<file path="config.mk">
export PLATFORM = sky130hd
export DESIGN_NAME = lcd_bus_pixel_window_formatter_unit
export DESIGN_NICKNAME = d
export VERILOG_FILES = /design/src/lbpwf_pkg.sv /design/src/lbpwf_pack.sv /design/src/lcd_bus_pixel_window_formatter_unit.sv
export SDC_FILE = /design/constraint.sdc
export NUM_CORES = 1
export LEC_CHECK = 0
export BUFFER_PORTS_ARGS = -buffer_cell sky130_fd_sc_hd__buf_2
export CELL_PAD_IN_SITES_DETAIL_PLACEMENT = 1
export CELL_PAD_IN_SITES_GLOBAL_PLACEMENT = 2
export CORE_MARGIN = 8
export CORE_UTILIZATION = 38
export DETAILED_ROUTE_END_ITERATION = 7
export GPL_TIMING_DRIVEN = 0
export PLACE_DENSITY = 0.87
export SLEW_MARGIN = 20
export SYNTH_ARGS = -nofsm -noshare
export SYNTH_HDL_FRONTEND = slang
export SYNTH_SLANG_ARGS = --single-unit
</file>
<file path="constraint.sdc">
create_clock -name clk -period 6.05 [get_ports clk]
set_input_delay 0.3025 -clock clk [delete_from_list [all_inputs] [get_ports clk]]
set_output_delay 0.3025 -clock clk [all_outputs]
set_load 0.01 [all_outputs]
</file>
<file path="src/lbpwf_pkg.sv">
package lbpwf_pkg;

  localparam int CNT_W = 4;

  // operation codes
  localparam logic OP_WINDOW = 1'b0;
  localparam logic OP_PIXEL  = 1'b1;

  // configuration register indexes
  localparam logic [1:0] CFG_BUS_IF    = 2'd0;
  localparam logic [1:0] CFG_PIX_FMT   = 2'd1;
  localparam logic [1:0] CFG_XFER_MODE = 2'd2;

  // bus interface codes
  localparam logic [2:0] BUS_I8   = 3'd0;
  localparam logic [2:0] BUS_I16  = 3'd1;
  localparam logic [2:0] BUS_I9   = 3'd2;
  localparam logic [2:0] BUS_I18  = 3'd3;
  localparam logic [2:0] BUS_II8  = 3'd4;
  localparam logic [2:0] BUS_II16 = 3'd5;
  localparam logic [2:0] BUS_II9  = 3'd6;
  localparam logic [2:0] BUS_II18 = 3'd7;

  // transfer modes
  localparam logic [1:0] XFER_M0 = 2'd0;
  localparam logic [1:0] XFER_M1 = 2'd1;
  localparam logic [1:0] XFER_M2 = 2'd2;
  localparam logic [1:0] XFER_M3 = 2'd3;

  // display commands
  localparam logic [7:0] CMD_COL_ADDR  = 8'h2A;
  localparam logic [7:0] CMD_PAGE_ADDR = 8'h2B;
  localparam logic [7:0] CMD_MEM_WRITE = 8'h2C;

  // word counts
  localparam logic [CNT_W-1:0] WIN_WORDS = 4'd11;

  typedef struct packed {
    logic        operation;
    logic [8:0]  x_start;
    logic [8:0]  y_start;
    logic [8:0]  x_end;
    logic [8:0]  y_end;
    logic [23:0] color;
  } in_item_t;

  typedef struct packed {
    logic [17:0] bus_word;
    logic        is_command;
    logic        last;
  } out_item_t;

  typedef struct packed {
    logic [2:0] bus_interface;
    logic       pixel_format_18bit;
    logic [1:0] transfer_mode;
  } cfg_t;

endpackage

</file>
<file path="src/lbpwf_pack.sv">
module lbpwf_pack #(
  parameter int COORD_BITS = 9
) (
  input  lbpwf_pkg::in_item_t              item,
  input  lbpwf_pkg::cfg_t                  cfg,
  input  logic [lbpwf_pkg::CNT_W-1:0]      idx,
  output lbpwf_pkg::out_item_t             word,
  output logic [lbpwf_pkg::CNT_W-1:0]      cnt
);

  localparam logic [15:0] COORD_MASK = 16'(((32'd1 << COORD_BITS) - 32'd1) & 32'hFFFF);

  logic [3:0]  sh;
  logic [15:0] xs, ys, xe, ye;
  logic [7:0]  wbyte;
  logic        wcmd;
  logic [17:0] win_word;
  logic [31:0] c;
  logic [31:0] w0, w1, w2;
  logic [lbpwf_pkg::CNT_W-1:0] pix_cnt;
  logic [31:0] pix_word;
  logic        f18;
  logic [1:0]  m;

  assign xs = {7'd0, item.x_start} & COORD_MASK;
  assign ys = {7'd0, item.y_start} & COORD_MASK;
  assign xe = {7'd0, item.x_end} & COORD_MASK;
  assign ye = {7'd0, item.y_end} & COORD_MASK;

  // command and parameter lane position on the bus
  always_comb begin
    case (cfg.bus_interface)
      lbpwf_pkg::BUS_II8, lbpwf_pkg::BUS_II9:   sh = 4'd10;
      lbpwf_pkg::BUS_II16, lbpwf_pkg::BUS_II18: sh = 4'd1;
      default:                                  sh = 4'd0;
    endcase
  end

  always_comb begin
    wcmd = 1'b0;
    case (idx)
      4'd0: begin
        wbyte = lbpwf_pkg::CMD_COL_ADDR;
        wcmd  = 1'b1;
      end
      4'd1: wbyte = xs[15:8];
      4'd2: wbyte = xs[7:0];
      4'd3: wbyte = xe[15:8];
      4'd4: wbyte = xe[7:0];
      4'd5: begin
        wbyte = lbpwf_pkg::CMD_PAGE_ADDR;
        wcmd  = 1'b1;
      end
      4'd6: wbyte = ys[15:8];
      4'd7: wbyte = ys[7:0];
      4'd8: wbyte = ye[15:8];
      4'd9: wbyte = ye[7:0];
      4'd10: begin
        wbyte = lbpwf_pkg::CMD_MEM_WRITE;
        wcmd  = 1'b1;
      end
      default: wbyte = 8'd0;
    endcase
  end

  assign win_word = {10'd0, wbyte} << sh;

  assign c   = {8'd0, item.color};
  assign f18 = cfg.pixel_format_18bit;
  assign m   = cfg.transfer_mode;

  always_comb begin
    w0 = 32'd0;
    w1 = 32'd0;
    w2 = 32'd0;
    pix_cnt = 4'd0;
    case (cfg.bus_interface)
      lbpwf_pkg::BUS_I8: begin
        if (!f18) begin
          w0 = ((c & 32'hF80000) >> 16) | ((c & 32'h00E000) >> 13);
          w1 = ((c & 32'h001C00) >> 5) | ((c & 32'h0000F8) >> 3);
          pix_cnt = 4'd2;
        end else begin
          w0 = (c & 32'hFC0000) >> 16;
          w1 = (c & 32'h00FC00) >> 8;
          w2 = c & 32'h0000FC;
          pix_cnt = 4'd3;
        end
      end
      lbpwf_pkg::BUS_I16: begin
        if (!f18) begin
          w0 = ((c & 32'hF80000) >> 8) | ((c & 32'h00FC00) >> 5) | ((c & 32'h0000F8) >> 3);
          pix_cnt = 4'd1;
        end else if (m == lbpwf_pkg::XFER_M1) begin
          w0 = (c & 32'hFCFC00) >> 8;
          w1 = (c & 32'h0000FC) << 8;
          pix_cnt = 4'd2;
        end else if (m == lbpwf_pkg::XFER_M2) begin
          w0 = ((c & 32'hFC0000) >> 8) | ((c & 32'h00FC00) >> 6) | ((c & 32'h0000F0) >> 4);
          w1 = (c & 32'h000003) << 14;
          pix_cnt = 4'd2;
        end else if (m == lbpwf_pkg::XFER_M3) begin
          w0 = (c & 32'hC00000) >> 22;
          w1 = ((c & 32'h3C0000) >> 6) | ((c & 32'h00FC00) >> 4) | ((c & 32'h0000FC) >> 2);
          pix_cnt = 4'd2;
        end
      end
      lbpwf_pkg::BUS_I9: begin
        if (!f18) begin
          w0 = ((c & 32'hF80000) >> 16) | ((c & 32'h00E000) >> 13);
          w1 = ((c & 32'h001C00) >> 5) | ((c & 32'h0000F8) >> 3);
          pix_cnt = 4'd2;
        end else if (m == lbpwf_pkg::XFER_M0) begin
          w0 = ((c & 32'hFC0000) >> 15) | ((c & 32'h00E000) >> 13);
          w1 = ((c & 32'h001C00) >> 4) | ((c & 32'h0000FC) >> 2);
          pix_cnt = 4'd2;
        end else if (m == lbpwf_pkg::XFER_M1) begin
          w0 = (c & 32'hFC0000) >> 16;
          w1 = (c & 32'h00FC00) >> 8;
          w2 = c & 32'h0000FC;
          pix_cnt = 4'd3;
        end
      end
      lbpwf_pkg::BUS_I18, lbpwf_pkg::BUS_II18: begin
        if (!f18) begin
          w0 = ((c & 32'hF80000) >> 8) | ((c & 32'h00FC00) >> 5) | ((c & 32'h0000F8) >> 3);
        end else begin
          w0 = ((c & 32'hFC0000) >> 6) | ((c & 32'h00FC00) >> 4) | ((c & 32'h0000FC) >> 2);
        end
        pix_cnt = 4'd1;
      end
      lbpwf_pkg::BUS_II8: begin
        if (!f18) begin
          w0 = ((c & 32'hF80000) >> 6) | ((c & 32'h00E000) >> 3);
          w1 = ((c & 32'h001C00) << 5) | ((c & 32'h0000F8) << 7);
          pix_cnt = 4'd2;
        end else begin
          w0 = (c & 32'hFC0000) >> 6;
          w1 = (c & 32'h00FC00) << 2;
          w2 = (c & 32'h0000FC) << 10;
          pix_cnt = 4'd3;
        end
      end
      lbpwf_pkg::BUS_II16: begin
        if (!f18) begin
          w0 = ((c & 32'hF80000) >> 6) | ((c & 32'h00E000) >> 3) | (c & 32'h001C00)
             | ((c & 32'h0000F8) >> 2);
          pix_cnt = 4'd1;
        end else if (m == lbpwf_pkg::XFER_M1) begin
          w0 = ((c & 32'hFC0000) >> 6) | ((c & 32'h00FC00) >> 7);
          w1 = (c & 32'h0000FC) << 10;
          pix_cnt = 4'd2;
        end else if (m == lbpwf_pkg::XFER_M2) begin
          w0 = ((c & 32'hFC0000) >> 6) | ((c & 32'h00C000) >> 4) | ((c & 32'h003C00) >> 5)
             | ((c & 32'h0000F0) >> 3);
          w1 = (c & 32'h000003) << 16;
          pix_cnt = 4'd2;
        end else if (m == lbpwf_pkg::XFER_M3) begin
          w0 = (c & 32'hC00000) >> 16;
          w1 = ((c & 32'h3C0000) >> 4) | ((c & 32'h00F000) >> 2) | ((c & 32'h000C00) >> 3)
             | ((c & 32'h0000FC) >> 2);
          pix_cnt = 4'd2;
        end
      end
      lbpwf_pkg::BUS_II9: begin
        if (!f18) begin
          w0 = ((c & 32'hF80000) >> 7) | ((c & 32'h00E000) >> 4);
          w1 = ((c & 32'h001C00) << 4) | ((c & 32'h0000F8) << 6);
          pix_cnt = 4'd2;
        end else if (m == lbpwf_pkg::XFER_M0) begin
          w0 = ((c & 32'hFC0000) >> 6) | ((c & 32'h00E000) >> 4);
          w1 = ((c & 32'h001C00) << 5) | ((c & 32'h0000FC) << 7);
          pix_cnt = 4'd2;
        end else if (m == lbpwf_pkg::XFER_M1) begin
          w0 = (c & 32'hFC0000) >> 7;
          w1 = (c & 32'h00FC00) << 1;
          w2 = (c & 32'h0000FC) << 9;
          pix_cnt = 4'd3;
        end
      end
      default: pix_cnt = 4'd0;
    endcase
  end

  always_comb begin
    case (idx)
      4'd0:    pix_word = w0;
      4'd1:    pix_word = w1;
      4'd2:    pix_word = w2;
      default: pix_word = 32'd0;
    endcase
  end

  always_comb begin
    if (item.operation == lbpwf_pkg::OP_WINDOW) begin
      cnt             = lbpwf_pkg::WIN_WORDS;
      word.bus_word   = win_word;
      word.is_command = wcmd;
    end else begin
      cnt             = pix_cnt;
      word.bus_word   = pix_word[17:0];
      word.is_command = 1'b0;
    end
    word.last = (cnt != '0) && (idx + 4'd1 == cnt);
  end

endmodule

</file>
<file path="src/lcd_bus_pixel_window_formatter_unit.sv">
// Formats window and pixel requests into the word stream of an MCU parallel display bus.
// A request is held in an input register and its words are built from it one at a time into
// a single output word register, so the block puts out at most one bus word per cycle while
// out_stall is low. A window request gives 11 words, a pixel request 0 to 3 depending on bus
// interface, pixel format and transfer mode; one with no words leaves without using the output
// register. The next request is taken in the same cycle that the last word of the current one
// enters the output register. Configuration is written through the cfg port, which is always
// ready, while the block is idle: the user must keep to this, as the block does not enforce it.
module lcd_bus_pixel_window_formatter_unit #(
  parameter int COORD_BITS = 9
) (
  input  logic                 clk,
  input  logic                 rst_n,
  input  logic                 in_valid,
  output logic                 in_stall,
  input  lbpwf_pkg::in_item_t  in_data,
  output logic                 out_valid,
  input  logic                 out_stall,
  output lbpwf_pkg::out_item_t out_data,
  input  logic                 cfg_valid,
  output logic                 cfg_ready,
  input  logic [1:0]           cfg_index,
  input  logic [2:0]           cfg_wdata
);

  lbpwf_pkg::cfg_t      cfg_r, cfg_nxt;
  lbpwf_pkg::in_item_t  hold_r, hold_nxt;
  logic                 hold_vld_r, hold_vld_nxt;
  logic [lbpwf_pkg::CNT_W-1:0] idx_r, idx_nxt;
  lbpwf_pkg::out_item_t out_r, out_nxt;
  logic                 out_vld_r, out_vld_nxt;

  lbpwf_pkg::out_item_t pk_word;
  logic [lbpwf_pkg::CNT_W-1:0] pk_cnt;
  logic out_free, item_empty, step, item_done, in_acc, out_load;

  lbpwf_pack #(
    .COORD_BITS(COORD_BITS)
  ) u_pack (
    .item(hold_r),
    .cfg (cfg_r),
    .idx (idx_r),
    .word(pk_word),
    .cnt (pk_cnt)
  );

  assign cfg_ready = 1'b1;

  always_comb begin
    cfg_nxt = cfg_r;
    if (cfg_valid && cfg_ready) begin
      case (cfg_index)
        lbpwf_pkg::CFG_BUS_IF:    cfg_nxt.bus_interface      = cfg_wdata;
        lbpwf_pkg::CFG_PIX_FMT:   cfg_nxt.pixel_format_18bit = cfg_wdata[0];
        lbpwf_pkg::CFG_XFER_MODE: cfg_nxt.transfer_mode      = cfg_wdata[1:0];
        default:                  cfg_nxt = cfg_r;
      endcase
    end
  end

  assign out_free   = !out_vld_r || !out_stall;
  assign item_empty = (pk_cnt == '0);
  assign step       = hold_vld_r && (item_empty || out_free);
  // an item with no words drains without touching the output register
  assign item_done  = step && (item_empty || pk_word.last);
  assign out_load   = step && !item_empty;
  assign in_stall   = hold_vld_r && !item_done;
  assign in_acc     = in_valid && !in_stall;

  always_comb begin
    hold_nxt     = in_acc ? in_data : hold_r;
    hold_vld_nxt = in_acc ? 1'b1 : (item_done ? 1'b0 : hold_vld_r);
    if (item_done) begin
      idx_nxt = '0;
    end else if (out_load) begin
      idx_nxt = idx_r + 4'd1;
    end else begin
      idx_nxt = idx_r;
    end
    out_nxt = out_load ? pk_word : out_r;
    if (out_load) begin
      out_vld_nxt = 1'b1;
    end else if (!out_stall) begin
      out_vld_nxt = 1'b0;
    end else begin
      out_vld_nxt = out_vld_r;
    end
  end

  always_ff @(posedge clk) begin
    if (!rst_n) begin
      cfg_r      <= '0;
      hold_vld_r <= 1'b0;
      idx_r      <= '0;
      out_vld_r  <= 1'b0;
    end else begin
      cfg_r      <= cfg_nxt;
      hold_vld_r <= hold_vld_nxt;
      idx_r      <= idx_nxt;
      out_vld_r  <= out_vld_nxt;
    end
  end

  always_ff @(posedge clk) begin
    hold_r <= hold_nxt;
    out_r  <= out_nxt;
  end

  assign out_valid = out_vld_r;
  assign out_data  = out_r;

  a_idx_idle : assert property (@(posedge clk) disable iff (!rst_n)
    !hold_vld_r |-> idx_r == '0)
    else $error("word index not cleared without a held request");

  a_idx_range : assert property (@(posedge clk) disable iff (!rst_n)
    hold_vld_r && pk_cnt != '0 |-> idx_r < pk_cnt)
    else $error("word index past word count");

  a_take_on_done : assert property (@(posedge clk) disable iff (!rst_n)
    in_valid && !in_stall && hold_vld_r |-> item_done)
    else $error("request taken while current one unfinished");

  a_cmd_window : assert property (@(posedge clk) disable iff (!rst_n)
    out_load && pk_word.is_command |-> hold_r.operation == lbpwf_pkg::OP_WINDOW)
    else $error("command word from pixel request");

  a_last_loaded : assert property (@(posedge clk) disable iff (!rst_n)
    out_load && pk_word.last |=> !hold_vld_r || idx_r == '0)
    else $error("index not restarted after last word");

endmodule

</file>
# --- After elaboration in Yosys (flattened, before gate mapping) ---
# Index checks and enable logic that the tools add are counted.
totals:
  regBits: 93
  inputBits: 71
  out_inout_bits: 23
  word_cells: 164
op_classes:
  add_sub_neg: 1
  n_eq_ne: 24
  n_shift: 1
  mux: 63
  n_bitwise: 28
  reduce_logical: 32
ops:
  columns: ["cell", "n"]
  rows:
  - ["18-bit 2-to-1 mux", 26]
  - ["18-bit one-hot mux with 7 select lines", 1]
  - ["18-bit one-hot mux with 6 select lines", 1]
  - ["8-bit one-hot mux with 11 select lines", 1]
  - ["18-bit one-hot mux with 4 select lines", 1]
  - ["17-bit 2-to-1 mux", 4]
  - ["8-bit 2-to-1 mux", 8]
  - ["18-bit by 12-bit OR with 18-bit output", 3]
  - ["18-bit by 6-bit OR with 18-bit output", 3]
  - ["18-bit by 9-bit OR with 18-bit output", 3]
  - ["18-bit one-hot mux with 3 select lines", 1]
  - ["18-bit by 13-bit OR with 18-bit output", 2]
  - ["18-bit by 15-bit OR with 18-bit output", 2]
  - ["4-bit 2-to-1 mux", 5]
  - ["19-bit 2-to-1 mux", 1]
  - ["9-bit 2-to-1 mux", 2]
  - ["18-bit by 14-bit OR with 18-bit output", 1]
  - ["18-bit by 5-bit OR with 18-bit output", 1]
  - ["8-bit by 4-bit left shift with 18-bit output", 1]
  - ["17-bit by 12-bit OR with 17-bit output", 1]
  - ["17-bit by 14-bit OR with 17-bit output", 1]
  - ["4-bit by 3-bit == test with 1-bit output (second input constant)", 4]
  - ["16-bit by 10-bit OR with 16-bit output", 1]
  - ["16-bit by 11-bit OR with 16-bit output", 1]
  - ["35 further kinds", 74]

# --- Depth between registers and ports, before layout ---
logic_depth:
  word_depth: 16
  ltp_mapped: 12
  mapped_depth_nobuf: 8

# --- Cells and area by module ---
# A second synthesis with hierarchy kept.
unflattened:
  hier_cells: 661
  hier_area_um2: 6424.9
by_module_without_submodules:
  columns: ["module", "n_inst", "cells_per_inst", "area_per_inst_um2", "seq_area_each_um2"]
  rows:
  - ["lbpwf_pack", 1, 524, 3425.8, 0.0]
  - ["lcd_bus_pixel_window_formatter_unit", 1, 137, 2999.1, 2672.6]

# --- Worst setup path before layout ---
# Ideal clock, no wire load.
synth_timing:
  path_kind: "register to register"
  startpoint: "reg idx_r[0] (netlist bit)"
  endpoint: "reg hold_r[0] (netlist bit), enable pin"
  setup_time_ps: 419
  t_arrival_ps: 2940
  t_required_ps: 5631
  path_slack_ps: 2690
  stages_incl_launch_ff: 8
  n_path_buf: 1
  period_less_slack_ps: 3360
  cell_sequence: "dfxtp_1 clkbuf_1 inv_1 ha_1 nor4_1 o21ai_1 nand2_1 a31o_1"
synth_between:
  elab_chain_len: 9
synth_lines:
  columns: ["item", "line", "rtl"]
  rows:
  - ["start, declared", "lcd_bus_pixel_window_formatter_unit.sv:29", "logic [lbpwf_pkg::CNT_W-1:0] idx_r, idx_nxt;"]
  - ["start signal, assigned", "lcd_bus_pixel_window_formatter_unit.sv:99", "idx_r <= idx_nxt;"]
  - ["4-bit by 1-bit adder with 4-bit output", "lbpwf_pack.sv:204", "word.last = (cnt != '0) && (idx + 4'd1 == cnt);"]
  - ["4-bit == test", "lbpwf_pack.sv:204", null]
  - ["1-bit logical AND", "lbpwf_pack.sv:204", null]
  - ["1-bit logical OR", "lcd_bus_pixel_window_formatter_unit.sv:65", "assign item_done = step && (item_empty || pk_word.last);"]
  - ["1-bit logical AND", "lcd_bus_pixel_window_formatter_unit.sv:65", null]
  - ["1-bit zero test", "lcd_bus_pixel_window_formatter_unit.sv:67", "assign in_stall = hold_vld_r && !item_done;"]
  - ["1-bit logical AND", "lcd_bus_pixel_window_formatter_unit.sv:67", null]
  - ["1-bit zero test", "lcd_bus_pixel_window_formatter_unit.sv:68", "assign in_acc = in_valid && !in_stall;"]
  - ["1-bit logical AND", "lcd_bus_pixel_window_formatter_unit.sv:68", null]
  - ["end signal, assigned", "lcd_bus_pixel_window_formatter_unit.sv:105", "hold_r <= hold_nxt;"]
  - ["end, declared", "lcd_bus_pixel_window_formatter_unit.sv:27", "lbpwf_pkg::in_item_t hold_r, hold_nxt;"]
# Every way passes these cells.
# A chain may end at the register's enable or synchronous reset.

==> metrics.cfg <==
[synthesis]
yosys.area.top_type_share_pct=37.5
synth.distinct_cells=76
syn-num-nets=773
avgSynthCellArea_um2=8.84
ys_warn_count=0
syn_area_mm2=0.00617
synth_flop_cell=edfxtp_1
async_flop_share_pct=0
synth_edf_count=77
ys_top_cells_by_area=edfxtp_1 37%, a21oi_1 5.2%, nand2_1 4.7%
yosys.area.top_type=edfxtp_1
synthesis.instances=698
yosysSeqAreaShare_pct=41.4
synth_seq_cells=89

[setup_path]
cp_top_family=compound AO/OA/AOI/OAI gates
reg2reg_to=out_data[8]$_DFFE_PP_
start_kind=register
crit_type=reg2reg
cp_cell_sequence=clkbuf_1, inv_1, ha_1, clkbuf_1, a221oi_1, a211oi_1, a21oi_1, nor3_1, a21oi_1, o211ai_1
slowest_delay_ns=0.40
r2r_start=idx_r[0]$_SDFFE_PP0P_
endpoint_kind=register
cpMaxStageDelayCell=dfxtp_1
cp_max_fo=10
r2r_slack_ns=2.83
critPathArrivalTime_ns=3.30
cp.required_ns=6.12
crit_buf_inv=3
ff2ff_path_depth=10
cp.depth=10

[pwr]
internal_power_mw=1.22
p_leak_nw=2.59
p_switching_mw=0.576
switching_share_pct=32.1
peakVddDrop_uv=134
p_clk_share_pct=36.1
seq_power_share_pct=42.1
power.density_mw_per_mm2=248
combPwrFrac_pct=21.8

[timing]
fin_crit_ns=3.22
finalSetupViolCount=0
finalHoldViolCount=0
worst_pin_slew_ns=1.05
slew_headroom_pct=29.4
finalClockSkew_ns=0.00841
final_max_slew_viol_count=0
rsz0062_at_grt=false
setup_tns_ns=0
clock.fmax_ghz=0.310
post-route-period-util_pct=53.2

[global_routing]
grt_max_degree=39
antenna_found_initial=0
top_usage_layer=met2
grt_pass1_wl_um=44000
gr-usage-met3_pct=7.03
grt_use_met2_pct=46.9
grt_usage_pct=29.4
grt_pass1_vias=6922
use_met1_pct=37.2
overflow=0

[route]
drc=0
drt_wl_total_um=30200
avgRoutedWirePerCell_um=29.6
vias=6668
drtPass1Iterations=5
antenna_left=0
dr.first_iter.drc_count=701
avgViaCountPerCell=6.54

[clock_network]
cts-root-buf=clkbuf_16
ctsHtreeMaxLevel=3
clock_sinks=89
tritoncts=built
ctsResizeCount=0
clk_pin_slew_ns=0.08
numCtsBuffers=9
max-clock-path-buffers=2
ctsHoldBuffers=0
cts_setup_buffers=0
insertion_delay_ns=0.36

[cells_and_area]
layout-drive-gt1-share_pct=20.4
design_area_mm2=0.00725
fill_cells=1930
areaGrowthSynthToFinish_pct=17.5
n_antenna_cell=0
fin_nets=873

[min_path]
hp-start=in_data[15]
hold_path_class=in2reg
whs_endpoint=hold_r[15]$_DFFE_PP_
worstHoldPathCells=1

[place]
place_hpwl_um=22800
portBuffers=88
routabilityCongestion=0.988
dpl_cell_area_mm2=0.00691

[floorplan]
start_util_pct=38.8
io_pins=94
die_y_um=143
fp.coreArea_mm2=0.0159
rows=46
die_w_um=143
die-area_mm2=0.0206

[status]
status=completed

[flow_run]
drv_cap=0

## cell usage after synthesis, drive strengths merged (5+ instances only)
master  number
a211oi       9
a21oi       67
a221oi      11
a22o         7
a22oi       16
a31oi       16
a32oi        7
and2         6
and3         7
buf         36
clkbuf      27
dfxtp       12
edfxtp      77
inv         16
mux2         6
mux2i       16
nand2       78
nand2b      15
nand3       22
nand3b      10
nand4        9
nor2        56
nor2b       17
nor3        19
nor4         5
o211ai       6
o21ai       39
o221ai       7
o22ai       10
xnor2        5
## worst max path at each step
stage / startpoint / to
CTS: idx_r[0]$_SDFFE_PP0P_ / out_data[8]$_DFFE_PP_
floorplan: idx_r[0]$_SDFFE_PP0P_ / hold_r[0]$_DFFE_PP_
finish: idx_r[0]$_SDFFE_PP0P_ / out_data[8]$_DFFE_PP_
detailed placement: idx_r[0]$_SDFFE_PP0P_ / out_data[8]$_DFFE_PP_
global route: idx_r[0]$_SDFFE_PP0P_ / out_data[8]$_DFFE_PP_
global placement: idx_r[0]$_SDFFE_PP0P_ / hold_r[23]$_DFFE_PP_
## final cells by class
type	instances	area [um^2]	area share (%)
Clock inverter	6	103	1.42
Sequential cell	89	2550	35.2
Tap cell	216	270	3.73
Clock buffer	10	229	3.16
Buffer	63	302	4.16
Multi-Input combinational cell	529	3270	45.1
Timing Repair Buffer	89	460	6.35
Inverter	17	63.8	0.881
## registers in the layout, summed over array words and instances (netlist names)
signal,cells
cfg_r,6
hold_r,57
hold_vld_r,1
out_data,20
idx_r,4
out_valid,1
## power groups by stage
stage,sequential [mW],clock (mW),combinational (mW)
detailed placement,0.768,0,0.380
floorplan,0.764,0,0.216
CTS,0.755,0.660,0.382
global placement,0.769,0,0.366
global route,0.759,0.675,0.414
finish,0.755,0.647,0.392
## cell usage in the layout (no fill, tap or decap), types with 14 or more instances in the layout
cell / n
o21ai_1: 16
mux2i_1: 16
nor2b_1: 17
nor3_1: 16
clkbuf_1: 27
a31oi_1: 16
a22oi_1: 16
a21oi_1: 64
edfxtp_1: 77
buf_2: 115
nand2_1: 78
o21ai_0: 23
inv_1: 14
nand2b_1: 14
nand3_1: 21
nor2_1: 52
## through the flow
step | utilization, % | power (mW) | hold slack [ns] | instances | setup slack, ns
2_1_floorplan | - | 0.980 | 0.401 | 698 | 2.69
3_3_place_gp | 43.3 | 1.14 | 0.478 | 1002 | 2.05
3_5_place_dp | 43.5 | 1.15 | 0.481 | 1003 | 2.91
4_1_cts | 45.6 | 1.80 | 0.0991 | 1019 | 2.88
5_1_grt | 45.6 | 1.85 | 0.0980 | 1019 | 2.62
6_report | 45.6 | 1.79 | 0.108 | 1019 | 2.83
## layer usage
layer  part of all wire [%]  wire [um]
met1                     41      12500
met2                     47      14100
met3                    8.2       2490
met4                    3.9       1170
met5                      0          0
## worst reg2reg max path, delay by kind of cell (launching register included)
family	cells	cell delay [ns]
AO/OA/AOI/OAI	5	1.20
adder cells (fa/ha/maj)	1	0.36
buffers and inverters	3	0.88
flip-flops	1	0.40
AND/OR/NAND/NOR	1	0.09
## logic make-up (layout without fill, tap and decap cells)
kind of cell | after synthesis | count (layout) | share of synthesized area, %
and+or+nand+nor | 260 | 260 | 21.6
AOI/OAI and AO/OA | 237 | 237 | 25.8
DFF | 89 | 89 | 41.4
buffers and inverters | 80 | 185 | 5.92
muxes | 22 | 22 | 3.69
xor gates and xnor gates | 5 | 5 | 0.710
adders and majority gates | 4 | 4 | 0.812
other | 1 | 1 | 0.0608
(Power assumes the default switching activity.)
